[config.mk]
export PLATFORM = sky130hd
export DESIGN_NAME = strf_ram
export DESIGN_NICKNAME = d
export VERILOG_FILES = /design/src/rtl/strf_ram.sv
export SDC_FILE = /design/constraint.sdc
export NUM_CORES = 2
export LEC_CHECK = 0
export BUFFER_PORTS_ARGS = -buffer_cell sky130_fd_sc_hd__buf_2
export CAP_MARGIN = 5
export CORE_MARGIN = 4
export CORE_UTILIZATION = 58
export DETAILED_ROUTE_END_ITERATION = 12
export PLACE_DENSITY = 0.74
export REMOVE_ABC_BUFFERS = 1
export SETUP_SLACK_MARGIN = 0.1
export SYNTH_ARGS = -nofsm -noshare
export SYNTH_HDL_FRONTEND = slang
export SYNTH_SLANG_ARGS = --single-unit
[constraint.sdc]
create_clock -name clk -period 14.3 [get_ports clk]
set_input_delay 1.43 -clock clk [delete_from_list [all_inputs] [get_ports clk]]
set_output_delay 1.43 -clock clk [all_outputs]
set_load 0.01 [all_outputs]
[src/rtl/strf_ram.sv]
// generic single write port ram with registered read
module strf_ram #(
	parameter int unsigned WIDTH = 64,
	parameter int unsigned DEPTH = 62,
	localparam int unsigned AW = (DEPTH > 1) ? $clog2(DEPTH) : 1
) (
	input  logic             clk,
	input  logic             we,
	input  logic [AW-1:0]    waddr,
	input  logic [WIDTH-1:0] wdata,
	input  logic             re,
	input  logic [AW-1:0]    raddr,
	output logic [WIDTH-1:0] rdata
);

	logic [WIDTH-1:0] mem_q [DEPTH];
	logic [WIDTH-1:0] rdata_q;

	always_ff @(posedge clk) begin
		if (we) begin
			mem_q[waddr] <= wdata;
		end
		if (re) begin
			rdata_q <= mem_q[raddr];
		end
	end

	assign rdata = rdata_q;

endmodule

==> flow_metrics.env <==
export IMPL_reg2reg_from="mem_q[47][4]"
export IMPL_viasPerCell=7.070
export IMPL_drv_slew=0
export IMPL_grtUsageTotal_pct=30.83
export IMPL_fmax_mhz=190.3
export IMPL_cellPowerDensity_mw_per_mm2=141.5
export IMPL_avgSynthCellArea_sq_um=22.57
export IMPL_cp_arrival_ps=5910
export IMPL_ff2ff_path_depth=5
export IMPL_r2r_end="rdata[4]"
export IMPL_hp_class="flip-flop to flip-flop"
export IMPL_hold_buffers=0
export IMPL_yosysTopAreaCell="edfxtp_1"
export IMPL_finalHoldViolations=0
export IMPL_tightest_slew_ps=1222
export IMPL_antenna_found_initial=31
export IMPL_drt_iter0_markers=13300
export IMPL_cts_setup_buffers=0
export IMPL_clockBufferDepth=4
export IMPL_period_needed_ps=5254
export IMPL_finalCritPeriodShare_pct=36.74
export IMPL_synth_cell_types=56
export IMPL_nets=7273
export IMPL_dpl_cell_area_sq_mm=0.1595
export IMPL_ys_seq_area_share_pct=78.35
export IMPL_grt_pass1_wl_mm=591.2
export IMPL_timing_setup_tns_ps=0
export IMPL_netlist_area_leader_share_pct=78.35
export IMPL_clk_latency_ps=900
export IMPL_skew_ps=41.18
export IMPL_tritoncts="yes"
export IMPL_worstSetupEndpointType="flip-flop"
export IMPL_die_area_sq_mm=0.2748
export IMPL_crit_slowest_cell="buf_4"
export IMPL_worstPathRequired_ps=14950
export IMPL_crit_end="rdata[42]"
export IMPL_crit_path_start="raddr[0]"
export IMPL_yosysMostFrequentCell="edfxtp_1"
export IMPL_clock_sinks=4032
export IMPL_drive_gt1_share_pct=26.24
export IMPL_synth_cell_area_sq_mm=0.1545
export IMPL_area_growth_pct=11.23
export IMPL_rsz0062_at_grt="false"
export IMPL_cp_depth=9
export IMPL_status="finished clean"
export IMPL_syn_inst=6848
export IMPL_p_total_mw=24.33
export IMPL_dp_slack_ps=8029
export IMPL_die_h_microns=524.2
export IMPL_leakagePower_nw=54.45
export IMPL_clk_pin_slew_worst_paths_ps=60
export IMPL_cts_buffers=392
export IMPL_die_x_microns=524.2
export IMPL_synthTopCellsByArea="edfxtp_1 (78%), mux4_2 (12%), mux2i_1 (3.1%), mux2_2 (1.3%), o22ai_1 (0.61%)"
export IMPL_synth_edf_count=4032
export IMPL_critPathTopFamily="buffers and inverters"
export IMPL_synth_flop_cell="edfxtp_1"
export IMPL_hold_start="mem_q[60][50]"
export IMPL_critical_path_cell_chain="buf_12, buf_4, buf_4, buf_4, mux4_2, a22oi_1, a21oi_1, nor3_1, a21oi_1"
export IMPL_max_slew_margin_pct=18.57
export IMPL_wl_mm=422.9
export IMPL_crit_top_cell="buf_4"
export IMPL_first_pass_iters=6
export IMPL_max_stage_delay_ps=860
export IMPL_ant_nets=0
export IMPL_path_max_fanout=88
export IMPL_fin_ws_ps=9046
export IMPL_synthTopCellsByCount="edfxtp_1 (4032), mux4_2 (814), mux2i_1 (475)"
export IMPL_ios=143
export IMPL_grt_ovfl_total=0
export IMPL_critPathBufInv=4
export IMPL_maxCapViolCount=0
export IMPL_vias=78100
export IMPL_numPortBuffers=142
export IMPL_initial_core_util_pct=58.30
export IMPL_ys_warn_count=0
export IMPL_hold_path_depth=3
export IMPL_wl_per_cell_microns=38.28
export IMPL_setup_viol=0
export IMPL_startpoint_type="input pin"
export IMPL_htree_levels=5
export IMPL_grt_max_degree=127
export IMPL_ctsResizeCount=0
export IMPL_path_class="input pin to flip-flop"
export IMPL_ys_ff_latch=4032
export IMPL_r2r_slack_ps=12050
export IMPL_drc=0
export IMPL_rows=189
export IMPL_design_area_sq_mm=0.1719
export IMPL_synth_async_reset_ratio_pct=0
export IMPL_grt_pass1_vias=76750
export IMPL_fin_hold_ws_ps=776.7
export IMPL_cts_root_buf="clkbuf_16"
export IMPL_ir_worst_vdd_v=0.0001216
export IMPL_gp_congestion=0.8065
export IMPL_coreArea_sq_mm=0.2651
export IMPL_dp_hpwl_mm=210.6
## logic make-up (layout without fill, tap and decap cells)
logic type	count (synthesis)	after routing	synth area share, %
other	0	17	0
buffers and inverters	405	1054	1.596
and+or+nand+nor	335	335	0.9659
AOI/OAI and AO/OA	613	613	2.884
muxes	1463	1463	16.21
DFF	4032	4032	78.35
## sequential cells by signal (all words and copies together), names as in the netlist
register	flops
mem_q	3968
rdata	64
## layout make-up
type	instances	area [sq um]
Timing Repair Buffer	353	2450
Antenna cell	17	42.54
Inverter	4	33.78
Clock buffer	477	10260
Tap cell	3533	4420
Clock inverter	220	2081
Sequential cell	4032	121100
Fill cell	16570	93200
Multi-Input combinational cell	2411	31530
## worst min-delay path: stages, from the launching register on
cell and delay [ps]:
edfxtp_1 320, o211ai_1 90, o2111ai_1 140, a21o_1 120
## power breakdown
part           switching [mW]  internal (mW)  leakage (nW)  total (mW)
Sequential             0.0387           13.1          36.3        13.2
Combinational           0.727          0.416          12.1        1.14
Clock                    4.35           5.68          6.01        10.0
## per-stage QoR
stage	std cells	utilization, %
detailed placement	10330	60.17
global route	11040	64.83
global placement	10330	60.17
finish	11050	64.84
floorplan	6447	-
CTS	11030	64.83
## per-layer routing
layer / global-route usage, % / part of all wire, % / vias up
li1: - / - / 29850
met1: 43.50 / 35 / 40730
met2: 46.85 / 46 / 6334
met3: 7.563 / 14 / 1185
met4: 13.12 / 5.1 / 4
met5: 0 / 0.0064 / -
## cells in the final DEF (no fill, tap or decap), types with 12 or more instances in the layout
master         n
mux4_2       814
nand2_1      150
a211o_1       24
clkinv_2      63
o21ai_0       77
a2111oi_0     21
a211oi_1      33
clkbuf_1      79
a21oi_1       41
a221oi_1      62
bufinv_16     32
clkbuf_16    398
clkinvlp_4    12
o211ai_1      15
mux2i_1      475
clkinv_1      87
a22o_1        23
buf_2        135
a32oi_1       13
a22oi_1       13
diode_2       17
o22ai_1      150
buf_4        205
a311o_1       13
o2111ai_1     19
and2_1        28
mux2_2       174
or3_1         15
o22a_1        16
edfxtp_1    4032
nor2_4        62
o221ai_1      28
nor3_1        24
o21ai_1       23
## worst min-delay path by stage
stage	end
after detailed placement	rdata[50]
after global routing	rdata[50]
after CTS	rdata[50]
final	rdata[50]
after global placement	rdata[50]
after floorplan	rdata[50]
No activity file was read; power rests on OpenSTA's default activity.
