## src/rtl/strf_pkg.sv

```systemverilog
// shared types and constants for the stack trace record filter
package strf_pkg;

	localparam int unsigned WORD_W       = 64;
	localparam int unsigned BYTES_W      = 4;
	localparam int unsigned DROP_W       = 32;
	localparam int unsigned REG_IDX_W    = 3;
	localparam int unsigned ADDR_CNT_W   = 3;
	localparam int unsigned PADDR_W      = 6;
	localparam int unsigned PDATA_W      = 64;
	localparam int unsigned DEF_MAX_DEPTH   = 62;
	localparam int unsigned DEF_NUM_MATCH   = 6;
	localparam logic [BYTES_W-1:0] FULL_WORD_BYTES = 4'd8;

	// register map, one 64-bit register every 8 bytes
	localparam logic [REG_IDX_W-1:0] REG_ADDRESS_COUNT = 3'd0;
	localparam logic [REG_IDX_W-1:0] REG_MATCH_BASE    = 3'd1;

	typedef enum logic {
		CMD_ONE,
		CMD_REC
	} cmd_kind_t;

	// one work item for the back end
	typedef struct packed {
		cmd_kind_t            kind;
		logic [WORD_W-1:0]    w0;
		logic [WORD_W-1:0]    w1;
		logic [BYTES_W-1:0]   nbytes;
		logic                 ovf;
		logic [DROP_W-1:0]    dropped;
	} cmd_t;

endpackage

```

## src/rtl/strf_back.sv

```systemverilog
// back end: plays out queued commands, reading kept counters from the buffer
module strf_back #(
	parameter int unsigned MAX_DEPTH = strf_pkg::DEF_MAX_DEPTH,
	localparam int unsigned DW = $clog2(MAX_DEPTH + 1),
	localparam int unsigned AW = (MAX_DEPTH > 1) ? $clog2(MAX_DEPTH) : 1
) (
	input  logic                           clk,
	input  logic                           arst_n,
	input  strf_pkg::cmd_t                 head,
	input  logic                           q_empty,
	output logic                           pop,
	output logic                           rec_done,
	output logic                           ram_re,
	output logic [AW-1:0]                  ram_raddr,
	input  logic [strf_pkg::WORD_W-1:0]    ram_rdata,
	output logic                           out_valid,
	input  logic                           out_ready,
	output logic [strf_pkg::WORD_W-1:0]    out_word,
	output logic [strf_pkg::BYTES_W-1:0]   out_bytes,
	output logic                           last_of_run,
	output logic                           overflow,
	output logic [strf_pkg::DROP_W-1:0]    dropped_total
);

	typedef enum logic [1:0] {
		S_IDLE,
		S_W1,
		S_RD,
		S_PC
	} state_t;

	state_t                              state_q;
	logic [strf_pkg::WORD_W-1:0]         w1_q;
	logic                                ovf_q;
	logic [DW-1:0]                       n_q;
	logic [DW-1:0]                       j_q;
	logic                                out_valid_q;
	logic [strf_pkg::WORD_W-1:0]         out_word_q;
	logic [strf_pkg::BYTES_W-1:0]        out_bytes_q;
	logic                                out_last_q;
	logic                                out_ovf_q;
	logic [strf_pkg::DROP_W-1:0]         out_drop_q;

	logic                                out_free;
	logic                                out_load;
	logic                                pc_last;

	assign out_free  = !out_valid_q || out_ready;
	assign pc_last   = (DW'(j_q + 1'b1) == n_q);
	assign pop       = (state_q == S_IDLE) && !q_empty && out_free;
	assign out_load  = pop || (((state_q == S_W1) || (state_q == S_PC)) && out_free);
	assign ram_re    = (state_q == S_RD);
	assign ram_raddr = j_q[AW-1:0];
	assign rec_done  = (state_q == S_PC) && out_free && pc_last;

	always_ff @(posedge clk or negedge arst_n) begin
		if (!arst_n) begin
			state_q     <= S_IDLE;
			w1_q        <= '0;
			ovf_q       <= 1'b0;
			n_q         <= '0;
			j_q         <= '0;
			out_valid_q <= 1'b0;
			out_word_q  <= '0;
			out_bytes_q <= '0;
			out_last_q  <= 1'b0;
			out_ovf_q   <= 1'b0;
			out_drop_q  <= '0;
		end else begin
			if (out_valid_q && out_ready && !out_load) begin
				out_valid_q <= 1'b0;
			end
			unique case (state_q)
				S_IDLE: begin
					if (pop) begin
						out_valid_q <= 1'b1;
						out_word_q  <= head.w0;
						out_bytes_q <= head.nbytes;
						out_ovf_q   <= head.ovf;
						out_drop_q  <= head.dropped;
						w1_q        <= head.w1;
						ovf_q       <= head.ovf;
						// deep records carry no buffered counters
						n_q         <= head.ovf ? '0 : head.w1[DW-1:0];
						j_q         <= '0;
						if (head.kind == strf_pkg::CMD_REC) begin
							out_last_q <= 1'b0;
							state_q    <= S_W1;
						end else begin
							out_last_q <= 1'b1;
						end
					end
				end
				S_W1: begin
					if (out_free) begin
						out_valid_q <= 1'b1;
						out_word_q  <= w1_q;
						out_bytes_q <= strf_pkg::FULL_WORD_BYTES;
						out_ovf_q   <= ovf_q;
						out_last_q  <= (n_q == '0);
						state_q     <= (n_q == '0) ? S_IDLE : S_RD;
					end
				end
				S_RD: begin
					state_q <= S_PC;
				end
				S_PC: begin
					if (out_free) begin
						out_valid_q <= 1'b1;
						out_word_q  <= ram_rdata;
						out_bytes_q <= strf_pkg::FULL_WORD_BYTES;
						out_ovf_q   <= 1'b0;
						out_last_q  <= pc_last;
						j_q         <= DW'(j_q + 1'b1);
						state_q     <= pc_last ? S_IDLE : S_RD;
					end
				end
				default: begin
					state_q <= S_IDLE;
				end
			endcase
		end
	end

	assign out_valid     = out_valid_q;
	assign out_word      = out_word_q;
	assign out_bytes     = out_bytes_q;
	assign last_of_run   = out_last_q;
	assign overflow      = out_ovf_q;
	assign dropped_total = out_drop_q;

endmodule
```

## config.mk

```make
export PLATFORM = sky130hd
export DESIGN_NAME = strf_back
export DESIGN_NICKNAME = d
export VERILOG_FILES = /design/src/rtl/strf_pkg.sv /design/src/rtl/strf_back.sv
export SDC_FILE = /design/constraint.sdc
export NUM_CORES = 1
export LEC_CHECK = 0
export BUFFER_PORTS_ARGS = -buffer_cell sky130_fd_sc_hd__buf_2
export CAP_MARGIN = 15
export CORE_AREA = 2 2 134 136
export DETAILED_ROUTE_END_ITERATION = 12
export DIE_AREA = 0 0 136 138
export PLACE_DENSITY = 0.8
export SLEW_MARGIN = 20
export SYNTH_ARGS = -nofsm -noshare
export SYNTH_HDL_FRONTEND = slang
export SYNTH_SLANG_ARGS = --single-unit
export TNS_END_PERCENT = 20
```

## constraint.sdc

```tcl
create_clock -name clk -period 4.7 [get_ports clk]
set_input_delay 0.235 -clock clk [delete_from_list [all_inputs] [get_ports clk]]
set_output_delay 0.235 -clock clk [all_outputs]
set_load 0.01 [all_outputs]
```

==> summary.txt <==
Status
  – Status: complete, no violations

Timing
  – Fin crit share: 0.661
  – Fin crit period: 3.11 ns
  – Final setup TNS: 0 ns
  – Fmax achieved: 0.322 GHz
  – Final Skew: between 0.01 and 0.015 ns
  – Setup violators final: 0
  – Final hold viol count: 0
  – Max-slew violation count: 0
  – Slew HR: 0.228
  – Worst-Margin Slew: 1.16 ns
  – Unrepaired setup endpoints after global routing: no

Global route
  – Gr ovfl total: 0
  – Global-route wire length before repair: 40.3 mm
  – Number of global-route vias before repair: 8034
  – Largest net degree at the start of global routing: ~110
  – GRT Util Overall: 0.271
  – Antenna violations before repair: 0

Hold path
  – Min-delay worst type: input pin to flip-flop
  – Min-Delay Endpoint: w1_q[30]
  – Hold path start: head[67]
  – Hold path depth: 3

Yosys
  – Largest cells by area after synthesis: dfrtp_1 (55%), nand2_1 (20%), mux2i_1 (7.8%)
  – Number of synthesized flops with an enable pin: 0
  – Main flop type after synthesis: dfrtp_1
  – Mean post-synth cell area: 8.74 um^2
  – Synth warnings: 0
  – Yosys top cell by area: dfrtp_1
  – Seq/Total Area, Yosys: 0.546
  – Yosys cell types: 42
  – Seq cells post-synth: 182
  – Async SR Flop Fraction: 1.00
  – Cells after Synth: ~950
  – Syn_nets: 1189
  – Synth top area share: 0.546
  – Mapped cell area: 8340 um^2

Die
  – Die Y: 138 um
  – Die area: 18800 um^2
  – Initial Utilization: 0.475
  – Area of the core: 17500 um^2
  – Row cnt: 49
  – Die X-Extent: 136 um
  – Ports: between 300 and 400

Setup path
  – Required @ worst endpoint: 4.47 ns
  – Worst flop-to-flop path startpoint: state_q[1]
  – Crit path max-delay cell type: dfrtp_4
  – Crit path cell chain: nor2_2, nand2_1, or2_4, clkinv_2, buf_4, buf_2
  – WP data arrival: 2.87 ns
  – Crit path kind: flip-flop to output pin
  – CP endpoint kind: output pin
  – Startpoint Class: flip-flop
  – Crit Path Max Fanout: 55
  – Crit path max-delay family: buffers and inverters
  – Reg2reg end: dropped_total[24]
  – Reg2Reg Setup Slack: just over 2 ns
  – CP bufs+invs: 3
  – Worst path max stage delay: between 0.7 and 0.8 ns
  – R2r worst-path depth: 6
  – Worst setup startpoint: state_q[1]

Finish
  – Layout Cell Area excl Fill: about 11000 um^2
  – Inserted Diodes: 0
  – Util after Layout: 0.655
  – Area grow syn2layout: 37.8%
  – Share of layout cells above drive strength 1: 0.292
  – Nets: 1576

Pwr
  – Power density over the cells: 592 nW/um^2
  – Worst VDD drop: 0.345 mV
  – P_leak: 6.43 nW

Place
  – Input/output buffers: around 350
  – Hpwl dp: 16.6 mm
  – Placed cell area: 10100 um^2
  – GP Congestion: 0.869

Routing
  – ANT nets after route: 0
  – DR vias: a little over 8000
  – Drt pass-1 iters: 5
  – DRC: 0
  – Drt initial violations: 607
  – Final WL: 25.3 mm
  – WL/cell: 16.0 um
  – Vias per inst: between 5 and 6

Clock tree
  – CTS tree: yes
  – CTS Buf Count: 17
  – CTS clock-pin slew for the worst setup and hold paths: 0.06 ns
  – Clock buffer depth: 2
  – Post-CTS Setup Bufs: 0
  – Clk_lat worst skew: between 0.4 and 0.5 ns
  – H-tree lvl count: 4
  – Num Clock Sinks: ~180
  – CTS root buffer: clkbuf_16

Run
  – Max-cap check violation count: 0
## cells in the final DEF (no fill, tap or decap), types with 5 or more instances in the layout
| cell type | n |
|---|---|
| xnor2_1 | 5 |
| nand2_1 | 438 |
| inv_6 | 7 |
| clkbuf_16 | 17 |
| a21oi_1 | 11 |
| buf_4 | 7 |
| dlygate4sd3_1 | 79 |
| o21ai_0 | 70 |
| nand3b_1 | 7 |
| buf_2 | 344 |
| o21ai_1 | 62 |
| mux2i_1 | 65 |
| dfrtp_1 | 180 |
| nor2_1 | 10 |
## report_power, final
group / switching (mW) / internal, mW
logic: 1.51 / 1.04
clock network: 0.653 / 0.761
registers: 0.517 / 2.32
## flip-flops by register name (all words and copies together), names as in the netlist
name	flops
n_q	6
overflow	1
out_bytes	4
state_q	2
out_word	64
ram_raddr	6
ovf_q	1
w1_q	64
dropped_total	32
out_valid	1
last_of_run	1
## worst min-delay path: stages
cell and delay [ns]:
buf_2 0.07, nand2_1 0.04, nand2_1 0.06
## worst max-delay path by stage
| stage | end | slack, ns | cells after the start |
|---|---|---|---|
| 5_1_grt | pop | 1.42 | 6 |
| 6_report | pop | 1.59 | 6 |
| 4_1_cts | pop | 1.58 | 6 |
| 3_5_place_dp | pop | 2.05 | 6 |
| 2_1_floorplan | rec_done | 2.68 | 4 |
| 3_3_place_gp | pop | 2.09 | 6 |
## synthesized netlist by cell type (2+ instances only)
| library cell | n |
|---|---|
| nand2_1 | 438 |
| dfrtp_1 | 182 |
| o21ai_0 | 70 |
| mux2i_1 | 65 |
| o21ai_1 | 63 |
| buf_2 | 25 |
| clkbuf_1 | 24 |
| a21oi_1 | 11 |
| nor2_1 | 10 |
| nand3b_1 | 7 |
| buf_1 | 6 |
| buf_4 | 5 |
| xnor2_1 | 5 |
| nand3_1 | 4 |
| a22o_1 | 3 |
| a31oi_1 | 3 |
| xor2_1 | 3 |
| a311oi_1 | 2 |
| buf_6 | 2 |
| nor2b_1 | 2 |
| nor3_1 | 2 |
| or3_1 | 2 |
## timing repair
action	4_1_cts	5_1_grt
hold buffers	79	0
gates resized for setup	0	0
hold endpoints to repair	165	0
## layout make-up
type	instances	area, um^2
multi-input combinational	706	3460
inverter	2	8.76
clock buffer	18	439
tap	229	287
timing repair buffer	432	2600
fill	1424	6040
clock inverter	13	136
sequential	182	4560
## cell families (layout without fill, tap and decap cells)
| logic type | Yosys count | in the layout | synth area share |
|---|---|---|---|
| adder cells (fa/ha/maj) | 1 | 1 | 0.00150 |
| AND/OR/NAND/NOR | 474 | 474 | 0.225 |
| XOR/XNOR | 8 | 8 | 0.00840 |
| buffers and inverters | 66 | 465 | 0.0401 |
| flip-flops | 182 | 182 | 0.546 |
| AO/OA/AOI/OAI | 158 | 158 | 0.101 |
| multiplexers | 65 | 65 | 0.0780 |
## routing by layer
layer,track usage,wire length (um),vias up
met5,0,0,-
met4,0.124,992,0
met3,0.0667,1820,75
met2,0.453,12300,352
met1,0.329,10200,3779
li1,-,-,3879
## stage by stage
step	hold slack (ns)	setup slack (ns)	cells	power, mW
floorplan	-0.0606	2.68	954	4.37
global placement	0.356	2.09	1472	5.22
detailed placement	0.362	2.05	1472	5.34
CTS	0.000165	1.58	1582	6.81
global route	0.00436	1.42	1582	7.32
finish	0.0194	1.59	1582	6.81
No activity file was read; power rests on OpenSTA's default activity.
