`src/rtl/strf_pkg.sv`:
```
// shared types and constants for the stack trace record filter
package strf_pkg;

	localparam int unsigned WORD_W       = 64;
	localparam int unsigned BYTES_W      = 4;
	localparam int unsigned DROP_W       = 32;
	localparam int unsigned REG_IDX_W    = 3;
	localparam int unsigned ADDR_CNT_W   = 3;
	localparam int unsigned PADDR_W      = 6;
	localparam int unsigned PDATA_W      = 64;
	localparam int unsigned DEF_MAX_DEPTH   = 62;
	localparam int unsigned DEF_NUM_MATCH   = 6;
	localparam logic [BYTES_W-1:0] FULL_WORD_BYTES = 4'd8;

	// register map, one 64-bit register every 8 bytes
	localparam logic [REG_IDX_W-1:0] REG_ADDRESS_COUNT = 3'd0;
	localparam logic [REG_IDX_W-1:0] REG_MATCH_BASE    = 3'd1;

	typedef enum logic {
		CMD_ONE,
		CMD_REC
	} cmd_kind_t;

	// one work item for the back end
	typedef struct packed {
		cmd_kind_t            kind;
		logic [WORD_W-1:0]    w0;
		logic [WORD_W-1:0]    w1;
		logic [BYTES_W-1:0]   nbytes;
		logic                 ovf;
		logic [DROP_W-1:0]    dropped;
	} cmd_t;

endpackage

```
`src/rtl/strf_queue.sv`:
```
// two entry command queue between front and back
module strf_queue (
	input  logic           clk,
	input  logic           arst_n,
	input  logic           push,
	input  strf_pkg::cmd_t push_cmd,
	output logic           full,
	input  logic           pop,
	output strf_pkg::cmd_t head,
	output logic           empty
);

	strf_pkg::cmd_t entries_q [2];
	logic           wr_ptr_q;
	logic           rd_ptr_q;
	logic [1:0]     count_q;

	always_ff @(posedge clk or negedge arst_n) begin
		if (!arst_n) begin
			wr_ptr_q <= 1'b0;
			rd_ptr_q <= 1'b0;
			count_q  <= 2'd0;
		end else begin
			if (push) begin
				wr_ptr_q <= ~wr_ptr_q;
			end
			if (pop) begin
				rd_ptr_q <= ~rd_ptr_q;
			end
			if (push && !pop) begin
				count_q <= count_q + 2'd1;
			end else if (pop && !push) begin
				count_q <= count_q - 2'd1;
			end
		end
	end

	always_ff @(posedge clk) begin
		if (push) begin
			entries_q[wr_ptr_q] <= push_cmd;
		end
	end

	assign head  = entries_q[rd_ptr_q];
	assign full  = (count_q == 2'd2);
	assign empty = (count_q == 2'd0);

endmodule

```
`config.mk`:
```
export PLATFORM = sky130hd
export DESIGN_NAME = strf_queue
export DESIGN_NICKNAME = d
export VERILOG_FILES = /design/src/rtl/strf_pkg.sv /design/src/rtl/strf_queue.sv
export SDC_FILE = /design/constraint.sdc
export NUM_CORES = 1
export LEC_CHECK = 0
export BUFFER_PORTS_ARGS = -buffer_cell sky130_fd_sc_hd__buf_2
export CORE_UTILIZATION = 40
export DETAILED_ROUTE_END_ITERATION = 10
export PLACE_DENSITY_LB_ADDON = 0.08
export SYNTH_ARGS = -nofsm -noshare
export SYNTH_HDL_FRONTEND = slang
export SYNTH_SLANG_ARGS = --single-unit
```
`constraint.sdc`:
```
create_clock -name clk -period 10.71 [get_ports clk]
set_clock_uncertainty 0.15 [all_clocks]
set_input_delay 1.071 -clock clk [delete_from_list [all_inputs] [get_ports clk]]
set_output_delay 1.071 -clock clk [all_outputs]
set_load 0.05 [all_outputs]
```
==> results of run 1 <==
-- final cells by class --
type	count	share of cell area [%]
Sequential cell	336	63.2
Antenna cell	7	0.110
Clock buffer	46	6.16
Timing Repair Buffer	344	10.9
Inverter	1	0.0236
Clock inverter	21	1.11
Multi-Input combinational cell	177	15.4
Tap cell	396	3.11
-- kinds of logic (layout without fill, tap and decap cells) --
logic type	count (synthesis)	in the layout
mux	166	166
other cells	0	7
flops	336	336
fa+ha+maj	1	1
simple gates	5	5
xor+xnor	5	5
buf+inv	20	412
-- how the worst max path moves through the flow --
stage	startpoint	endpoint	slack (ps)	cells past startpoint
after floorplan	push	entries_q[0][0]	1600	1
after global placement	rd_ptr_q	head[15]	6800	3
after detailed placement	rd_ptr_q	head[2]	6750	3
after CTS	rd_ptr_q	head[9]	6190	3
after global routing	rd_ptr_q	head[2]	6080	3
final	rd_ptr_q	head[2]	6250	3
-- sequential cells by signal, indices dropped and copies added, names as in the netlist --
signal and count:
wr_ptr_q 1, rd_ptr_q 1, entries_q 332, count_q 2
-- through the flow --
stage,power (mW),util [%],hold slack [ps],instances
2_1_floorplan,3.65,-,303,533
3_3_place_gp,3.96,47.8,324,1254
3_5_place_dp,3.99,47.8,347,1254
4_1_cts,5.20,51.5,178,1321
5_1_grt,5.33,51.5,180,1325
6_report,5.13,51.6,199,1328
-- Yosys cell counts --
library cell	n	area, sq um
edfxtp_1	332	9970
mux2_4	130	1950
mux2_2	36	405
buf_6	16	180
dfrtp_1	4	100
xor2_1	4	35.0
buf_2	3	15.0
nor2_1	2	7.51
nor2b_1	2	12.5
and2_1	1	6.26
ha_1	1	12.5
inv_1	1	3.75
xnor2_1	1	8.76
-- worst max-delay path: stages (launching register included) --
cell and delay, ps:
dfrtp_4 1040, buf_4 970, mux2_2 430, buf_2 210
-- cells in the final DEF (no fill, tap or decap) --
| master | n |
|---|---|
| ha_1 | 1 |
| dfrtp_4 | 1 |
| mux2_4 | 130 |
| nor2b_4 | 1 |
| inv_8 | 1 |
| inv_1 | 1 |
| xor2_1 | 4 |
| nor2_1 | 2 |
| mux2_2 | 36 |
| buf_2 | 337 |
| inv_6 | 2 |
| clkinv_1 | 3 |
| diode_2 | 7 |
| clkbuf_16 | 38 |
| buf_4 | 7 |
| and2_4 | 1 |
| nor2b_1 | 1 |
| bufinv_16 | 2 |
| edfxtp_1 | 332 |
| dfrtp_1 | 3 |
| clkinv_2 | 12 |
| xnor2_1 | 1 |
| clkinv_8 | 1 |
| clkbuf_1 | 8 |
-- per-layer routing --
metal,routed length (um),track usage (%),share of wire (%)
met1,9560,16.8,38
met2,12800,26.6,51
met3,2090,5.66,8.3
met4,706,6.39,2.8
met5,14,0,0.056
-- power breakdown --
| part | internal [mW] | total, mW | leakage [nW] | switching, mW |
|---|---|---|---|---|
| sequential | 1.75 | 1.86 | 3.16 | 0.111 |
| combinational | 0.642 | 2.07 | 2.62 | 1.43 |
| clock | 0.705 | 1.20 | 0.580 | 0.491 |
==> flow_summary_export.csv, run 1 <==
group,metric,value,unit
timing,hold_violations,0,
layout,area_growth,25.4,%
synth,synth_fa_ha_area_share,0.0985,%
die,die_area,32500,sq um
status,run_status,"completed",
global_route,overflow,0,
global_route,grtUsageTotal,15.3,%
drt,antenna_left,0,
setup_path,worstReg2RegStart,"wr_ptr_q",
clock_network,postCtsHoldBufs,0,
setup_path,path_class,"register to output pin",
flow_run,maxCapViolCount,0,
placement,place_area,14800,sq um
timing,drv_slew,0,
setup_path,crit_path_end_kind,"output pin",
drt,wl_per_cell,19.0,um
layout,filler_cell_count,2573,
setup_path,reg2reg_depth,2,
die,die_y,180,um
drt,drt_iter0_drc,290,
setup_path,cp_max_fo,66,
timing,finalSetupViolCount,0,
drt,vias,6242,
synth,syn-num-nets,704,
synth,syn_inst,533,
placement,dp_slack,6750,ps
layout,regArea,10100,sq um
global_route,grt_pass1_wl,37.8,mm
clock_network,root_buffer,"clkbuf_16",
timing,worst_slew_pin_slew,1120,ps
global_route,grt_max_degree,74,
synth,synth.distinct_cells,13,
layout,multi_input_area,2450,sq um
die,core_area,30900,sq um
setup_path,r2r-end,"entries_q[1][100]",
timing,rsz0062_at_grt,"false",
setup_path,crit_arrival,3240,ps
pwr,irDropWorstVdd,0.177,mV
drt,wl,25.2,mm
synth,syn_avg_cell_area,23.8,sq um
layout,nets,1069,
clock_network,cts_tree,"built",
min_path,hold_path_class,"primary input to async pin",
clock_network,post_cts_resized,0,
timing,max_freq,224,MHz
clock_network,clk_pin_slew,50,ps
clock_network,clock_sinks,336,
placement,dp_hpwl,16.8,mm
clock_network,clock_path_buffers,3,
die,initial_utilization,41.1,%
synth,synthMuxAreaShare,18.5,%
synth,synth_top_family_by_area,"multiplexers",
synth,synth_xor_area_share,0.345,%
layout,stdcell_area,15900,sq um
setup_path,r2r_slack,8220,ps
layout,layout-drive-gt1-share,61.5,%
timing,setup_tns,0,ps
global_route,grt_antenna_before_repair,8,
drt,avgViaCountPerCell,4.70,
synth,synth_seq_cells,336,
die,rows,64,
pwr,power_density,322,nW/um^2
synth,synth_compound_area_share,0,%
clock_network,clk_latency,510,ps
die,chipWidth,180,um
synth,syn-cell-area,12700,sq um
clock_network,post_cts_buffers,0,
clock_network,cts_max_level,2,
global_route,grt_pass1_vias,6684,
timing,fin_crit_sh,41.7,%
timing,relSlewSlack,25.3,%
placement,port_buffers,337,
synth,yosys_warnings,0,
pwr,total_leakage_power,6.36,nW
clock_network,cts_made_buffers,38,
drt,drc,0,
synth,synth-simple-area-share,0.207,%
setup_path,crit_required,9490,ps
timing,fin_crit,4460,ps
timing,setup_ws,6250,ps
die,pin_count,338,
setup_path,start_kind,"register",
drt,first_pass_iters,4,
synth,ys_seq_area_share,79.2,%
placement,gp_congestion,0.772,
Note: power is estimated with default switching activity, not from simulation.
==> inputs of run 2 (changes only) <==
ABC_AREA = 1   (was not set)
clock period = 3.9 ns   (was 10.71 ns; I/O delays follow)
==> run 2 against run 1 <==
  * Wire length grew 3.5%
  * Register-to-register slack worse by 6400 ps
  * Via count up 9.6%
  * Critical path type unchanged
  * Clock power increased to 2.6 times the previous value
  * Largest power group unchanged
  * First-iteration DRC count increased by 10%
  * Sequential share of layout area is 6.0 points lower
  * Combinational power increased to 2.9 times the previous value
  * Sequential power grew to 2.7 times the previous value
  * Critical path depth did not move
  * Final area increased by 10%
  * Synthesized cell count increased by 1.7%
  * Cell count increased by 13%
==> flow_summary_export.csv, run 2 <==
group,metric,value,unit
synth,yosys_most_used_dff,"edfxtp_1",
synth,ys_seq_area_share,79.1,%
global_route,overflow,0,
drt,wl_per_cell,17.4,um
setup_path,slowest_stage,"dfrtp_4",
setup_path,worstReg2RegStart,"wr_ptr_q",
die,rows,64,
layout,area_growth,38.2,%
layout,nets,1246,
pwr,power_density,798,nW/um^2
global_route,grt_pass1_wl,39.9,mm
timing,setup_tns,0,ps
timing,max_freq,331,MHz
placement,dpl.cell_count,1263,
timing,finalSetupViolCount,0,
synth,syn_avg_cell_area,23.5,sq um
synth,yosysTopAreaCellShare,78.3,%
setup_path,start_kind,"register",
pwr,total_leakage_power,7.05,nW
die,die_area,32500,sq um
synth,syn-num-nets,713,
global_route,grt_antenna_before_repair,2,
synth,synth_seq_cells,336,
setup_path,cp_max_fo,58,
timing,rsz0062_at_grt,"false",
drt,antenna_left,0,
layout,layout-drive-gt1-share,50.7,%
clock_network,cts_made_buffers,37,
die,pin_count,338,
setup_path,crit_path_end_kind,"output pin",
clock_network,clock_path_buffers,3,
timing,hold_slack,96.2,ps
clock_network,clock_sinks,336,
drt,first_pass_iters,4,
pwr,power.internal,8.48,mW
layout,filler_cell_count,2441,
layout,regArea,10100,sq um
die,chipWidth,180,um
setup_path,crit_chain,"buf_12 -> mux2_2 -> buf_2",
setup_path,crit_required,3360,ps
pwr,total_power,14.0,mW
clock_network,cts_max_level,2,
synth,yosys_warnings,0,
global_route,grt_pass1_vias,7433,
synth,synthTopCellsByArea,"edfxtp_1, mux2_4, mux2_2, buf_6, dfrtp_1",
clock_network,root_buffer,"clkbuf_16",
layout,final_common_cell,"buf_2",
timing,fin_crit,3030,ps
setup_path,path_class,"register to output pin",
die,initial_utilization,41.2,%
setup_path,reg2reg_depth,3,
pwr,p_switching,5.57,mW
timing,relSlewSlack,22.5,%
clock_network,cts_tree,"built",
pwr,p_seq_share,36.0,%
layout,post-route-util,56.9,%
drt,drc,0,
setup_path,r2r-end,"entries_q[1][39]",
clock_network,clk_pin_slew,60,ps
synth,synthArstFlopShare,1.19,%
setup_path,cp_slowest_stage_delay,860,ps
timing,worst_slew_pin_slew,1160,ps
synth,synth_most_common_cell,"edfxtp_1",
pwr,p_clk_share,21.9,%
layout,max_flop_register,"entries_q",
layout,multi_input_area,2440,sq um
synth,synthTopCellsByCount,"edfxtp_1, mux2_4, mux2_2",
drt,drt_iter0_drc,319,
die,die_y,180,um
drt,wl,26.1,mm
placement,dp_hpwl,16.5,mm
clock_network,post_cts_buffers,0,
layout,top_regs,"entries_q (332), count_q (2)",
status,run_status,"completed",
pwr,p_comb_share,42.0,%
synth,synth-edff-count,332,
pwr,irDropWorstVdd,0.486,mV
min_path,hold_path_class,"primary input to async pin",
placement,port_buffers,337,
global_route,grtUsageTotal,15.8,%
drt,vias,6839,
timing,drv_slew,0,
placement,gp_congestion,0.752,
timing,fin_crit_sh,77.6,%
layout,stdcell_count,1498,
synth,synth.distinct_cells,14,
synth,syn-cell-area,12700,sq um
setup_path,crit_arrival,2490,ps
synth,synth_top_cell_by_area,"edfxtp_1",
layout,largest_reg_flops,332,
global_route,grt_max_degree,87,
die,core_area,30900,sq um
timing,hold_violations,0,
drt,avgViaCountPerCell,4.57,
clock_network,clk_latency,490,ps
pwr,p_sw_share,39.6,%
layout,layout_common_cells,"buf_2, edfxtp_1, dlygate4sd3_1",
flow_run,maxCapViolCount,0,
synth,syn_inst,542,
setup_path,r2r_slack,1790,ps
==> run 2: cell count changes after synthesis <==
cell,before,now
nand2_1,0,5
xor2_1,4,2
inv_1,1,7
nand4_1,0,1
nand3_1,0,1
and2_1,1,0
nor2b_1,2,0
nor2_1,2,3
==> run 2: worst max-delay path by stage <==
stage,start,endpoint
after floorplan,wr_ptr_q,entries_q[1][0]
after global placement,rd_ptr_q,head[165]
after detailed placement,rd_ptr_q,head[0]
after CTS,rd_ptr_q,head[0]
after global routing,rd_ptr_q,head[0]
final,rd_ptr_q,head[0]
==> run 2: cell type report <==
cell class                      instances  share of cell area, %
Clock buffer                           46                   5.45
Tap cell                              396                   2.82
Antenna cell                            2                 0.0284
Timing Repair Buffer                  513                   19.8
Sequential cell                       336                   57.3
Multi-Input combinational cell        180                   13.9
Inverter                                7                  0.171
Clock inverter                         18                  0.597
==> run 2: critical path: cells and delay by family (launching register included) <==
kind,cells,cell delay (ps)
multiplexers,1,390
buffers and inverters,2,640
flip-flops,1,860
==> run 2: power groups by stage <==
stage / clock network, mW / logic, mW / registers, mW
after global placement: 0 / 5.79 / 5.11
after detailed placement: 0 / 5.83 / 5.15
after floorplan: 0 / 4.87 / 5.04
after CTS: 3.18 / 5.98 / 5.07
after global routing: 3.33 / 6.15 / 5.13
final: 3.08 / 5.90 / 5.06
==> run 2: stage by stage <==
| stage | cell area, sq um | worst slack, ps |
|---|---|---|
| after global routing | 17600 | 766 |
| after floorplan | 12700 | 373 |
| after CTS | 17600 | 824 |
| after detailed placement | 14800 | 1380 |
| final | 17600 | 875 |
| after global placement | 14800 | 1390 |
==> run 2: repair_timing <==
item	CTS	global route
hold endpoints to repair	338	0
hold buffers	169	0
gates resized for setup	0	0
==> run 2: cells by family after synthesis <==
kind of cell	synth area share, %
muxes	18.5
buffers and inverters	1.74
DFF	79.1
and+or+nand+nor	0.324
xor gates and xnor gates	0.206
adders and majority gates	0.0983
==> run 2: routing by layer <==
layer	GRT usage (%)	up-vias	wire (um)
li1	-	3220	-
met4	5.13	0	650
met1	17.9	3347	10100
met2	28.5	224	13600
met3	4.39	48	1750
met5	0	-	0
