===== src/rtl/strf_pkg.sv =====
// shared types and constants for the stack trace record filter
package strf_pkg;

	localparam int unsigned WORD_W       = 64;
	localparam int unsigned BYTES_W      = 4;
	localparam int unsigned DROP_W       = 32;
	localparam int unsigned REG_IDX_W    = 3;
	localparam int unsigned ADDR_CNT_W   = 3;
	localparam int unsigned PADDR_W      = 6;
	localparam int unsigned PDATA_W      = 64;
	localparam int unsigned DEF_MAX_DEPTH   = 62;
	localparam int unsigned DEF_NUM_MATCH   = 6;
	localparam logic [BYTES_W-1:0] FULL_WORD_BYTES = 4'd8;

	// register map, one 64-bit register every 8 bytes
	localparam logic [REG_IDX_W-1:0] REG_ADDRESS_COUNT = 3'd0;
	localparam logic [REG_IDX_W-1:0] REG_MATCH_BASE    = 3'd1;

	typedef enum logic {
		CMD_ONE,
		CMD_REC
	} cmd_kind_t;

	// one work item for the back end
	typedef struct packed {
		cmd_kind_t            kind;
		logic [WORD_W-1:0]    w0;
		logic [WORD_W-1:0]    w1;
		logic [BYTES_W-1:0]   nbytes;
		logic                 ovf;
		logic [DROP_W-1:0]    dropped;
	} cmd_t;

endpackage


===== src/rtl/strf_front.sv =====
// front end: parses the stream, buffers counters, decides keep or drop
module strf_front #(
	parameter int unsigned MAX_DEPTH           = strf_pkg::DEF_MAX_DEPTH,
	parameter int unsigned NUM_MATCH_ADDRESSES = strf_pkg::DEF_NUM_MATCH,
	localparam int unsigned DW = $clog2(MAX_DEPTH + 1),
	localparam int unsigned AW = (MAX_DEPTH > 1) ? $clog2(MAX_DEPTH) : 1
) (
	input  logic                                clk,
	input  logic                                arst_n,
	input  logic                                in_valid,
	output logic                                in_ready,
	input  logic [strf_pkg::WORD_W-1:0]         in_word,
	input  logic [strf_pkg::BYTES_W-1:0]        in_bytes,
	input  logic [strf_pkg::ADDR_CNT_W-1:0]     addr_count,
	input  logic [strf_pkg::WORD_W-1:0]         match_addr [NUM_MATCH_ADDRESSES],
	input  logic                                q_full,
	input  logic                                rec_done,
	output logic                                push,
	output strf_pkg::cmd_t                      push_cmd,
	output logic                                ram_we,
	output logic [AW-1:0]                       ram_waddr,
	output logic [strf_pkg::WORD_W-1:0]         ram_wdata
);

	typedef enum logic [2:0] {
		PH_HDR0,
		PH_HDR1,
		PH_HDR_MORE,
		PH_COUNT,
		PH_DEPTH,
		PH_PCS,
		PH_DEEP,
		PH_TRAILER
	} phase_t;

	phase_t                              phase_q;
	logic [strf_pkg::WORD_W-1:0]         hdr_left_q;
	logic [strf_pkg::WORD_W-1:0]         count_q;
	logic [strf_pkg::WORD_W-1:0]         depth_q;
	logic [DW-1:0]                       seen_q;
	logic                                match_q;
	logic                                rec_busy_q;
	logic [strf_pkg::DROP_W-1:0]         dropped_q;

	logic                                accept;
	logic                                hit;
	logic                                pc_last;
	logic                                is_term;
	logic [strf_pkg::ADDR_CNT_W-1:0]     eff_count;

	assign in_ready = !q_full && !(rec_busy_q && phase_q == PH_PCS);
	assign accept   = in_valid && in_ready;

	assign eff_count = (addr_count > strf_pkg::ADDR_CNT_W'(NUM_MATCH_ADDRESSES)) ?
		strf_pkg::ADDR_CNT_W'(NUM_MATCH_ADDRESSES) : addr_count;

	always_comb begin
		hit = 1'b0;
		for (int i = 0; i < NUM_MATCH_ADDRESSES; i++) begin
			if ((strf_pkg::ADDR_CNT_W'(i) < eff_count) && (match_addr[i] == in_word)) begin
				hit = 1'b1;
			end
		end
	end

	// depth is at most MAX_DEPTH while counters are collected
	assign pc_last = (DW'(seen_q + 1'b1) == depth_q[DW-1:0]);
	assign is_term = (count_q == '0) && (depth_q == strf_pkg::WORD_W'(1)) && (in_word == '0);

	assign ram_we    = accept && (phase_q == PH_PCS);
	assign ram_waddr = seen_q[AW-1:0];
	assign ram_wdata = in_word;

	always_comb begin
		push             = 1'b0;
		push_cmd.kind    = strf_pkg::CMD_ONE;
		push_cmd.w0      = in_word;
		push_cmd.w1      = in_word;
		push_cmd.nbytes  = strf_pkg::FULL_WORD_BYTES;
		push_cmd.ovf     = 1'b0;
		push_cmd.dropped = dropped_q;
		if (accept) begin
			unique case (phase_q)
				PH_HDR0, PH_HDR1, PH_HDR_MORE: begin
					push = 1'b1;
				end
				PH_COUNT: begin
					push = 1'b0;
				end
				PH_DEPTH: begin
					push_cmd.kind = strf_pkg::CMD_REC;
					push_cmd.w0   = count_q;
					push_cmd.w1   = in_word;
					if (in_word == '0) begin
						push = 1'b1;
					end else if (in_word > strf_pkg::WORD_W'(MAX_DEPTH)) begin
						push         = 1'b1;
						push_cmd.ovf = 1'b1;
					end
				end
				PH_PCS: begin
					push_cmd.kind = strf_pkg::CMD_REC;
					push_cmd.w0   = count_q;
					push_cmd.w1   = depth_q;
					if (pc_last && (is_term || !(match_q || hit))) begin
						push = 1'b1;
					end
				end
				PH_DEEP: begin
					push         = 1'b1;
					push_cmd.ovf = 1'b1;
				end
				PH_TRAILER: begin
					push = (in_bytes != '0);
					if (in_bytes < strf_pkg::FULL_WORD_BYTES) begin
						push_cmd.nbytes = in_bytes;
					end
				end
				default: begin
					push = 1'b0;
				end
			endcase
		end
	end

	always_ff @(posedge clk or negedge arst_n) begin
		if (!arst_n) begin
			phase_q    <= PH_HDR0;
			hdr_left_q <= '0;
			count_q    <= '0;
			depth_q    <= '0;
			seen_q     <= '0;
			match_q    <= 1'b0;
			rec_busy_q <= 1'b0;
			dropped_q  <= '0;
		end else begin
			if (rec_done) begin
				rec_busy_q <= 1'b0;
			end
			if (accept) begin
				unique case (phase_q)
					PH_HDR0: begin
						phase_q <= PH_HDR1;
					end
					PH_HDR1: begin
						hdr_left_q <= in_word;
						phase_q    <= (in_word == '0) ? PH_COUNT : PH_HDR_MORE;
					end
					PH_HDR_MORE: begin
						hdr_left_q <= hdr_left_q - 1'b1;
						if (hdr_left_q == strf_pkg::WORD_W'(1)) begin
							phase_q <= PH_COUNT;
						end
					end
					PH_COUNT: begin
						count_q <= in_word;
						phase_q <= PH_DEPTH;
					end
					PH_DEPTH: begin
						depth_q <= in_word;
						seen_q  <= '0;
						match_q <= 1'b0;
						if (in_word == '0) begin
							phase_q <= PH_COUNT;
						end else if (in_word > strf_pkg::WORD_W'(MAX_DEPTH)) begin
							phase_q <= PH_DEEP;
						end else begin
							phase_q <= PH_PCS;
						end
					end
					PH_PCS: begin
						seen_q  <= DW'(seen_q + 1'b1);
						match_q <= match_q || hit;
						if (pc_last) begin
							if (is_term) begin
								phase_q    <= PH_TRAILER;
								rec_busy_q <= 1'b1;
							end else if (match_q || hit) begin
								phase_q <= PH_COUNT;
								if (dropped_q != '1) begin
									dropped_q <= dropped_q + 1'b1;
								end
							end else begin
								phase_q    <= PH_COUNT;
								rec_busy_q <= 1'b1;
							end
						end
					end
					PH_DEEP: begin
						depth_q <= depth_q - 1'b1;
						if (depth_q == strf_pkg::WORD_W'(1)) begin
							phase_q <= PH_COUNT;
						end
					end
					PH_TRAILER: begin
						phase_q <= PH_TRAILER;
					end
					default: begin
						phase_q <= PH_HDR0;
					end
				endcase
			end
		end
	end

endmodule


===== config.mk =====
export PLATFORM = sky130hd
export DESIGN_NAME = strf_front
export DESIGN_NICKNAME = d
export VERILOG_FILES = /design/src/rtl/strf_pkg.sv /design/src/rtl/strf_front.sv
export SDC_FILE = /design/constraint.sdc
export NUM_CORES = 1
export LEC_CHECK = 0
export ABC_AREA = 1
export BUFFER_PORTS_ARGS = -buffer_cell sky130_fd_sc_hd__buf_2
export CELL_PAD_IN_SITES_DETAIL_PLACEMENT = 1
export CELL_PAD_IN_SITES_GLOBAL_PLACEMENT = 1
export CORE_ASPECT_RATIO = 0.5
export CORE_MARGIN = 8
export CORE_UTILIZATION = 31
export CTS_CLUSTER_SIZE = 20
export DETAILED_ROUTE_END_ITERATION = 12
export PLACE_DENSITY = 0.84
export SYNTH_ARGS = -nofsm -noshare
export SYNTH_HDL_FRONTEND = slang
export SYNTH_SLANG_ARGS = --single-unit

===== constraint.sdc =====
create_clock -name clk -period 3.1 [get_ports clk]
set_input_delay 0.31 -clock clk [delete_from_list [all_inputs] [get_ports clk]]
set_output_delay 0.31 -clock clk [all_outputs]
set_load 0.02 [all_outputs]

==> flow_metrics.env, run 1 <==
export IMPL_hold_path_depth=3
export IMPL_yosysTopAreaCellShare_pct=25.20
export IMPL_muxShareOfSynthArea_pct=0
export IMPL_synth_seq_cells=235
export IMPL_fin_hold_ws_ns=0.07893
export IMPL_placed_area_um2=28560
export IMPL_cts_root_buffer="clkbuf_16"
export IMPL_netlist_area_um2=23340
export IMPL_cap_violations=0
export IMPL_nets=5045
export IMPL_cts_made_buffers=27
export IMPL_max_stage_delay_ns=0.39
export IMPL_totalWireLength_mm=155.6
export IMPL_instances_no_fill=5637
export IMPL_hp_start="in_word[44]"
export IMPL_synthTopCellsByArea="dfrtp_1 (25%), nand2_1 (18%), xor2_1 (8.2%)"
export IMPL_synth_top_family_by_area="simple AND/OR/NAND/NOR gates"
export IMPL_p_per_area_nw_per_um2=584.1
export IMPL_vdd_drop_max_mv=0.3684
export IMPL_syn_avg_cell_area_um2=6.083
export IMPL_maxSlewHeadroom_pct=45.48
export IMPL_r2r_cells=11
export IMPL_dr_pass1_iters=5
export IMPL_clkSinkCount=235
export IMPL_synth_edf_count=0
export IMPL_ioPinCount=699
export IMPL_period_share_pct=105.1
export IMPL_fin_crit_ns=3.257
export IMPL_gp_congestion=1.042
export IMPL_syn_to_final_growth_pct=30.03
export IMPL_design_area_um2=30350
export IMPL_ant_nets=0
export IMPL_outcome="finished with violations"
export IMPL_ys_async_sr_fraction_pct=100.0
export IMPL_wl_per_cell_um=27.60
export IMPL_syn_nets=4303
export IMPL_worstSetupPathType="flip-flop to output pin"
export IMPL_place_inst=5530
export IMPL_synth_compound_area_share_pct=15.31
export IMPL_place_port_buffers=698
export IMPL_cts_buffer_depth=3
export IMPL_crit_arrival_ns=2.95
export IMPL_die_h_um=210.0
export IMPL_row_count=71
export IMPL_clk_pin_slew_ns=0.07
export IMPL_drive_above_1_share_pct=25.82
export IMPL_worst_slew_pin_slew_ns=0.8178
export IMPL_cpLargestDelayFamily="simple AND/OR/NAND/NOR gates"
export IMPL_num_fill_cells=10130
export IMPL_end_kind="output pin"
export IMPL_ys_seq_area_share_pct=25.20
export IMPL_first_global_vias=29660
export IMPL_path_buf_inv=3
export IMPL_worstHoldEndpoint="count_q[44]"
export IMPL_yosysWarnings=0
export IMPL_p_leak_nw=15.54
export IMPL_finalSetupViolCount=1
export IMPL_worst_slack_ns=-0.1573
export IMPL_hpwlAfterDp_mm=128.3
export IMPL_grt_usage_pct=34.36
export IMPL_die_area_um2=84860
export IMPL_violations="setup timing"
export IMPL_synth_main_ff_cell="dfrtp_1"
export IMPL_r2r_end="hdr_left_q[63]"
export IMPL_syn_inst=3837
export IMPL_grt_start_max_net_pins=77
export IMPL_antenna_found_initial=19
export IMPL_required_ns=2.79
export IMPL_synthAdderAreaFrac_pct=0.3217
export IMPL_path_max_fanout=2
export IMPL_slew_violations=0
export IMPL_hold_path_class="primary input to flip-flop"
export IMPL_max_freq_ghz=0.3070
export IMPL_crit_slowest_cell="dfrtp_1"
export IMPL_final_util_pct=40.57
export IMPL_drc=0
export IMPL_htree_levels=1
export IMPL_routed_via_density=5.368
export IMPL_initial_utilization_pct=31.20
export IMPL_core_area_um2=74800
export IMPL_r2r_start="hdr_left_q[9]"
export IMPL_synth_simple_gate_area_share_pct=33.86
export IMPL_synth_xor_area_share_pct=10.92
export IMPL_rsz0062_at_grt="yes"
export IMPL_ys_types=55
export IMPL_finalPower_mw=17.73
export IMPL_clock_skew_ns=0.01876
export IMPL_drt_initial_drc_count=3167
export IMPL_start_kind="flip-flop"
export IMPL_yosys_area_top_type="dfrtp_1"
export IMPL_clk_latency_ns=0.59
export IMPL_crit_chain="inv_1 > nand4_1 > nor4_2 > buf_4 > nand2_2 > nor2_4 > nand2_2 > nor2_2 > o21bai_4 > nand3_2 > a21oi_4 > buf_6"
export IMPL_grt_pass1_wl_mm=215.9
export IMPL_gr_total_overflow=0
export IMPL_cts_tree="built"
export IMPL_die_x_um=404.0
export IMPL_vias=30260
export IMPL_critPathMostFrequentCell="nand2_2"
export IMPL_rrSetupSlack_ns=0.21
export IMPL_report_final_hold_viol_count=0
[state kept, by name, summed over array words and instances, names as in the netlist]
name / count
count_q: 64
depth_q: 64
dropped_q: 32
hdr_left_q: 64
match_q: 1
phase_q: 3
ram_waddr: 6
rec_busy_q: 1
[area by class of cell]
class                           count  area (µm²)  share of cell area, %
Tap cell                         1022        1279                  4.214
Antenna cell                       18       45.04                 0.1484
Multi-Input combinational cell   2845       14340                  47.26
Clock buffer                       34       752.0                  2.478
Timing Repair Buffer              945        5936                  19.56
Clock inverter                     13       127.6                 0.4205
Inverter                          525        1986                  6.543
Sequential cell                   235        5881                  19.38
[where the power goes]
part / internal [mW] / leakage, nW / total, mW / switching (mW)
combinational: 2.79 / 12.3 / 8.59 / 5.80
clock: 1.88 / 0.436 / 3.44 / 1.56
sequential: 4.36 / 2.85 / 5.70 / 1.35
total: 9.03 / 15.5 / 17.7 / 8.70
[layer usage]
metal | global-route usage, % | part of all wire [%] | vias up
li1 | - | - | 13440
met1 | 47.68 | 43 | 15160
met2 | 53.69 | 44 | 1367
met3 | 6.610 | 9.0 | 284
met4 | 11.13 | 3.8 | 6
met5 | 0 | 0.030 | -
[cells by family after synthesis]
family | Yosys count
AND/OR/NAND/NOR | 1887
AO/OA/AOI/OAI | 660
buffers and inverters | 758
XOR/XNOR | 291
flip-flops | 235
adder cells (fa/ha/maj) | 6
[repair_timing]
| item | 4_1_cts | 5_1_grt |
|---|---|---|
| gates resized for setup | 38 | 95 |
| pin swaps | 13 | 12 |
| endpoints found under the hold margin | 66 | 0 |
| hold buffers | 2 | 0 |
| endpoints found under the setup margin | 108 | 84 |
| cloned | 0 | 8 |
| setup buffers | 9 | 23 |
[synth_stat cells (8+ instances only)]
| library cell | count |
|---|---|
| clkbuf_1 | 62 |
| xor2_1 | 218 |
| xnor2_1 | 73 |
| nor3_2 | 8 |
| o22ai_1 | 16 |
| nor4_1 | 29 |
| buf_2 | 63 |
| inv_1 | 485 |
| dfrtp_1 | 235 |
| nand4_1 | 69 |
| inv_2 | 37 |
| buf_4 | 98 |
| nor2_1 | 471 |
| buf_6 | 9 |
| o21ai_1 | 71 |
| o21ai_0 | 368 |
| o21ai_2 | 32 |
| nand3_1 | 69 |
| a21oi_1 | 129 |
| nor3_1 | 59 |
| nor2_2 | 9 |
| nand2_2 | 32 |
| o21a_1 | 16 |
| nand2_1 | 1105 |
[worst register-to-register path, cell delays in order, from the launching register on]
cell	delay (ns)
dfrtp_1	0.45
nor2_1	0.21
nand2_1	0.13
nor2_1	0.19
nand3_1	0.26
nor3_2	0.28
nand2_1	0.20
nor2_2	0.33
nand4_1	0.29
xor2_1	0.22
o21ai_1	0.11
o21ai_0	0.09
[placed cells by master (no fill, tap or decap), types with 20 or more instances in the layout]
cell type / n
nand2_1: 1100
buf_2: 662
inv_1: 477
nor2_1: 454
o21ai_0: 347
buf_4: 238
dfrtp_1: 235
xor2_1: 217
a21oi_1: 128
o21ai_1: 81
xnor2_1: 72
nand4_1: 69
nand3_1: 68
nor3_1: 58
o21ai_2: 43
inv_2: 41
nand2_2: 34
clkbuf_16: 34
nor4_1: 26
nor2_2: 22
buf_12: 20
[how the worst max path moves through the flow]
stage / slack [ns] / cells past startpoint / to / from
floorplan: 0.68 / 12 / push_cmd[156] / phase_q[1]
global placement: -0.38 / 13 / push / in_word[44]
detailed placement: -0.35 / 13 / push / in_word[44]
CTS: -0.20 / 13 / push / count_q[20]
global route: -0.18 / 12 / push / count_q[37]
finish: -0.16 / 12 / push / count_q[34]
[metrics by stage]
| step | setup TNS [ns] | worst slack [ns] |
|---|---|---|
| after floorplan | 0 | 0.6754 |
| after global placement | -3.613 | -0.3844 |
| after detailed placement | -5.340 | -0.3542 |
| after CTS | -0.2047 | -0.2047 |
| after global routing | -0.2493 | -0.1812 |
| final | -0.1573 | -0.1573 |
Note: power is estimated with default switching activity, not from simulation.
==> inputs of run 2 (changes only) <==
ABC_AREA = unset   (was 1)
PLACE_DENSITY = 0.82   (was 0.84)
==> run 2 against run 1 <==
Net effect:
- highest routed layer unchanged
- register-to-register slack lost 0.58 ns
- core utilization grew 5.1 points
- clock skew grew 0.0082 ns
- largest power group unchanged
- worst hold slack gained 0.16 ns
- the flow still finishes with violations (setup timing)
- clock-buffer cell count is the same
==> flow_metrics.env, run 2 <==
export IMPL_outcome="finished with violations"
export IMPL_violations="setup timing"
export IMPL_r2r_cells=10
export IMPL_max_freq_ghz=0.2767
export IMPL_path_buf_inv=2
export IMPL_drc=0
export IMPL_finalPower_mw=17.50
export IMPL_core_area_um2=62790
export IMPL_top_regs="count_q x64, depth_q x64, hdr_left_q x64"
export IMPL_htree_levels=1
export IMPL_cpLargestDelayFamily="simple AND/OR/NAND/NOR gates"
export IMPL_tns_ns=-4.307
export IMPL_maxSlewHeadroom_pct=44.15
export IMPL_power_switching_share_pct=45.12
export IMPL_ys_seq_area_share_pct=30.00
export IMPL_ys_async_sr_fraction_pct=100.0
export IMPL_hpwlAfterDp_mm=115.8
export IMPL_synth_seq_cells=235
export IMPL_p_per_area_nw_per_um2=610.1
export IMPL_hold_path_class="primary input to asynchronous set/reset pin"
export IMPL_drive_above_1_share_pct=41.96
export IMPL_routed_via_density=5.927
export IMPL_grt_start_max_net_pins=80
export IMPL_place_port_buffers=698
export IMPL_ioPinCount=699
export IMPL_worst_slack_ns=-0.5142
export IMPL_clk_latency_ns=0.58
export IMPL_crit_chain="or4_4 > or4_4 > nor3_4 > buf_6 > nand4b_1 > nor2_2 > a21oi_2 > or2_1 > o21ai_2 > buf_6"
export IMPL_grt_usage_pct=37.78
export IMPL_rrSetupSlack_ns=-0.37
export IMPL_finalSetupViolCount=30
export IMPL_power_switching_mw=7.895
export IMPL_ys_types=69
export IMPL_yosys_area_top_type="dfrtp_1"
export IMPL_place_inst=4195
export IMPL_cts_made_buffers=26
export IMPL_final_util_pct=45.69
export IMPL_r2r_start="depth_q[14]"
export IMPL_initial_utilization_pct=31.22
export IMPL_yosys_cell_count_top_type="nand2_1"
export IMPL_drt_initial_drc_count=2897
export IMPL_die_h_um=193.8
export IMPL_power_frac_comb_pct=48.4
export IMPL_syn_inst=2472
export IMPL_yosysTopAreaCellShare_pct=30.00
export IMPL_grt_pass1_wl_mm=198.8
export IMPL_vdd_drop_max_mv=0.4198
export IMPL_gr_total_overflow=0
export IMPL_vias=25520
export IMPL_p_leak_nw=12.69
export IMPL_cap_violations=0
export IMPL_internal_power_mw=9.605
export IMPL_start_kind="flip-flop"
export IMPL_die_area_um2=72020
export IMPL_r2r_end="depth_q[61]"
export IMPL_dr_pass1_iters=5
export IMPL_yosysWarnings=0
export IMPL_crit_arrival_ns=3.30
export IMPL_path_max_fanout=4
export IMPL_end_kind="output pin"
export IMPL_synth_main_ff_cell="dfrtp_1"
export IMPL_design_area_um2=28680
export IMPL_slew_violations=0
export IMPL_max_stage_delay_ns=0.58
export IMPL_cts_buffer_depth=3
export IMPL_power_frac_clock_pct=19.2
export IMPL_report_final_hold_viol_count=0
export IMPL_clk_pin_slew_ns=0.07
export IMPL_crit_slowest_cell="or4_4"
export IMPL_syn_nets=2938
export IMPL_syn_avg_cell_area_um2=7.930
export IMPL_totalWireLength_mm=145.0
export IMPL_clock_skew_ns=0.02693
export IMPL_cts_root_buffer="clkbuf_16"
export IMPL_ant_nets=0
export IMPL_final_common_cell="buf_2"
export IMPL_fin_crit_ns=3.614
export IMPL_gp_congestion=1.052
export IMPL_die_x_um=371.6
export IMPL_antenna_found_initial=30
export IMPL_instances_no_fill=4306
export IMPL_period_share_pct=116.6
export IMPL_pwr_share_seq_pct=32.4
export IMPL_placed_area_um2=26840
export IMPL_worstSetupPathType="flip-flop to output pin"
export IMPL_wl_per_cell_um=33.67
export IMPL_synthTopCellsByArea="dfrtp_1 (30%), xnor2_1 (13%), mux2_2 (6.4%)"
export IMPL_synth_edf_count=0
export IMPL_syn_to_final_growth_pct=46.33
export IMPL_row_count=65
export IMPL_nets=3900
export IMPL_synthTopCellsByCount="nand2_1 (309), xnor2_1 (296), dfrtp_1 (235)"
export IMPL_clkSinkCount=235
export IMPL_layout_common_cells="buf_2 (695), buf_4 (411), nand2_1 (304)"
export IMPL_required_ns=2.79
export IMPL_cts_tree="built"
export IMPL_first_global_vias=26180
export IMPL_netlist_area_um2=19600
export IMPL_rsz0062_at_grt="yes"
export IMPL_worst_slew_pin_slew_ns=0.8300
## run 2: cell count changes after synthesis, moves of 113 or more
cell / delta
inv_1: -442
nand2_1: -796
xor2_1: -113
o21ai_0: -210
nor2_1: -293
xnor2_1: +223
## run 2: layout make-up
type	instances	area (µm²)
antenna	16	40.04
timing repair buffer	1171	7652
timing repair inverter	1	5.005
inverter	45	181.4
multi-input combinational	1954	13000
clock buffer	34	730.7
sequential	235	5882
fill	7757	34100
clock inverter	13	141.4
tap	837	1047
## run 2: worst max path at each step
stage | endpoint | cells past startpoint | startpoint | slack (ns)
final | push | 10 | depth_q[27] | -0.51
after global routing | push | 10 | depth_q[59] | -0.58
after CTS | push | 10 | depth_q[28] | -0.54
after detailed placement | dropped_q[13] | 12 | in_word[15] | -0.69
after global placement | dropped_q[12] | 13 | in_word[9] | -0.62
after floorplan | depth_q[61] | 9 | depth_q[14] | -0.42
## run 2: logic make-up (layout without fill, tap and decap cells)
group,after synthesis,after routing,share of synthesized area [%]
AOI/OAI and AO/OA,497,497,14.83
xor gates and xnor gates,401,401,17.92
adders and majority gates,6,6,0.3830
buffers and inverters,283,1264,6.689
DFF,235,235,30.00
muxes,111,111,6.376
other,0,16,0
and+or+nand+nor,939,939,23.80
## run 2: repair_timing
action                                 CTS  global route
gates resized for setup                 66            63
setup endpoints to repair              159           111
endpoints found under the hold margin   61             0
gates cloned                             0             2
buffers inserted                        31            22
hold buffers                             2             0
pin swaps                               25            29
## run 2: routing by layer
metal / global-route usage [%] / vias to the layer above / share of wire, %
met3: 10.26 / 417 / 11
met4: 15.13 / 16 / 5.2
met5: 0 / - / 0.10
li1: - / 10650 / -
met1: 49.37 / 12930 / 40
met2: 58.83 / 1505 / 44
## run 2: stage by stage
| stage | setup slack [ns] | hold WS, ns |
|---|---|---|
| 6_report | -0.5142 | 0.2393 |
| 5_1_grt | -0.5836 | 0.2481 |
| 4_1_cts | -0.5407 | 0.2861 |
| 3_5_place_dp | -0.6916 | 0.3163 |
| 3_3_place_gp | -0.6213 | 0.2997 |
| 2_1_floorplan | -0.4186 | 0.01441 |
## run 2: power by group through the flow
stage	Clock, mW	Combinational (mW)	Sequential, mW
after floorplan	0	4.17	5.40
after global placement	0	7.58	5.53
after CTS	3.36	8.09	5.58
final	3.36	8.47	5.68
after detailed placement	0	7.84	5.62
after global routing	3.46	8.92	5.82
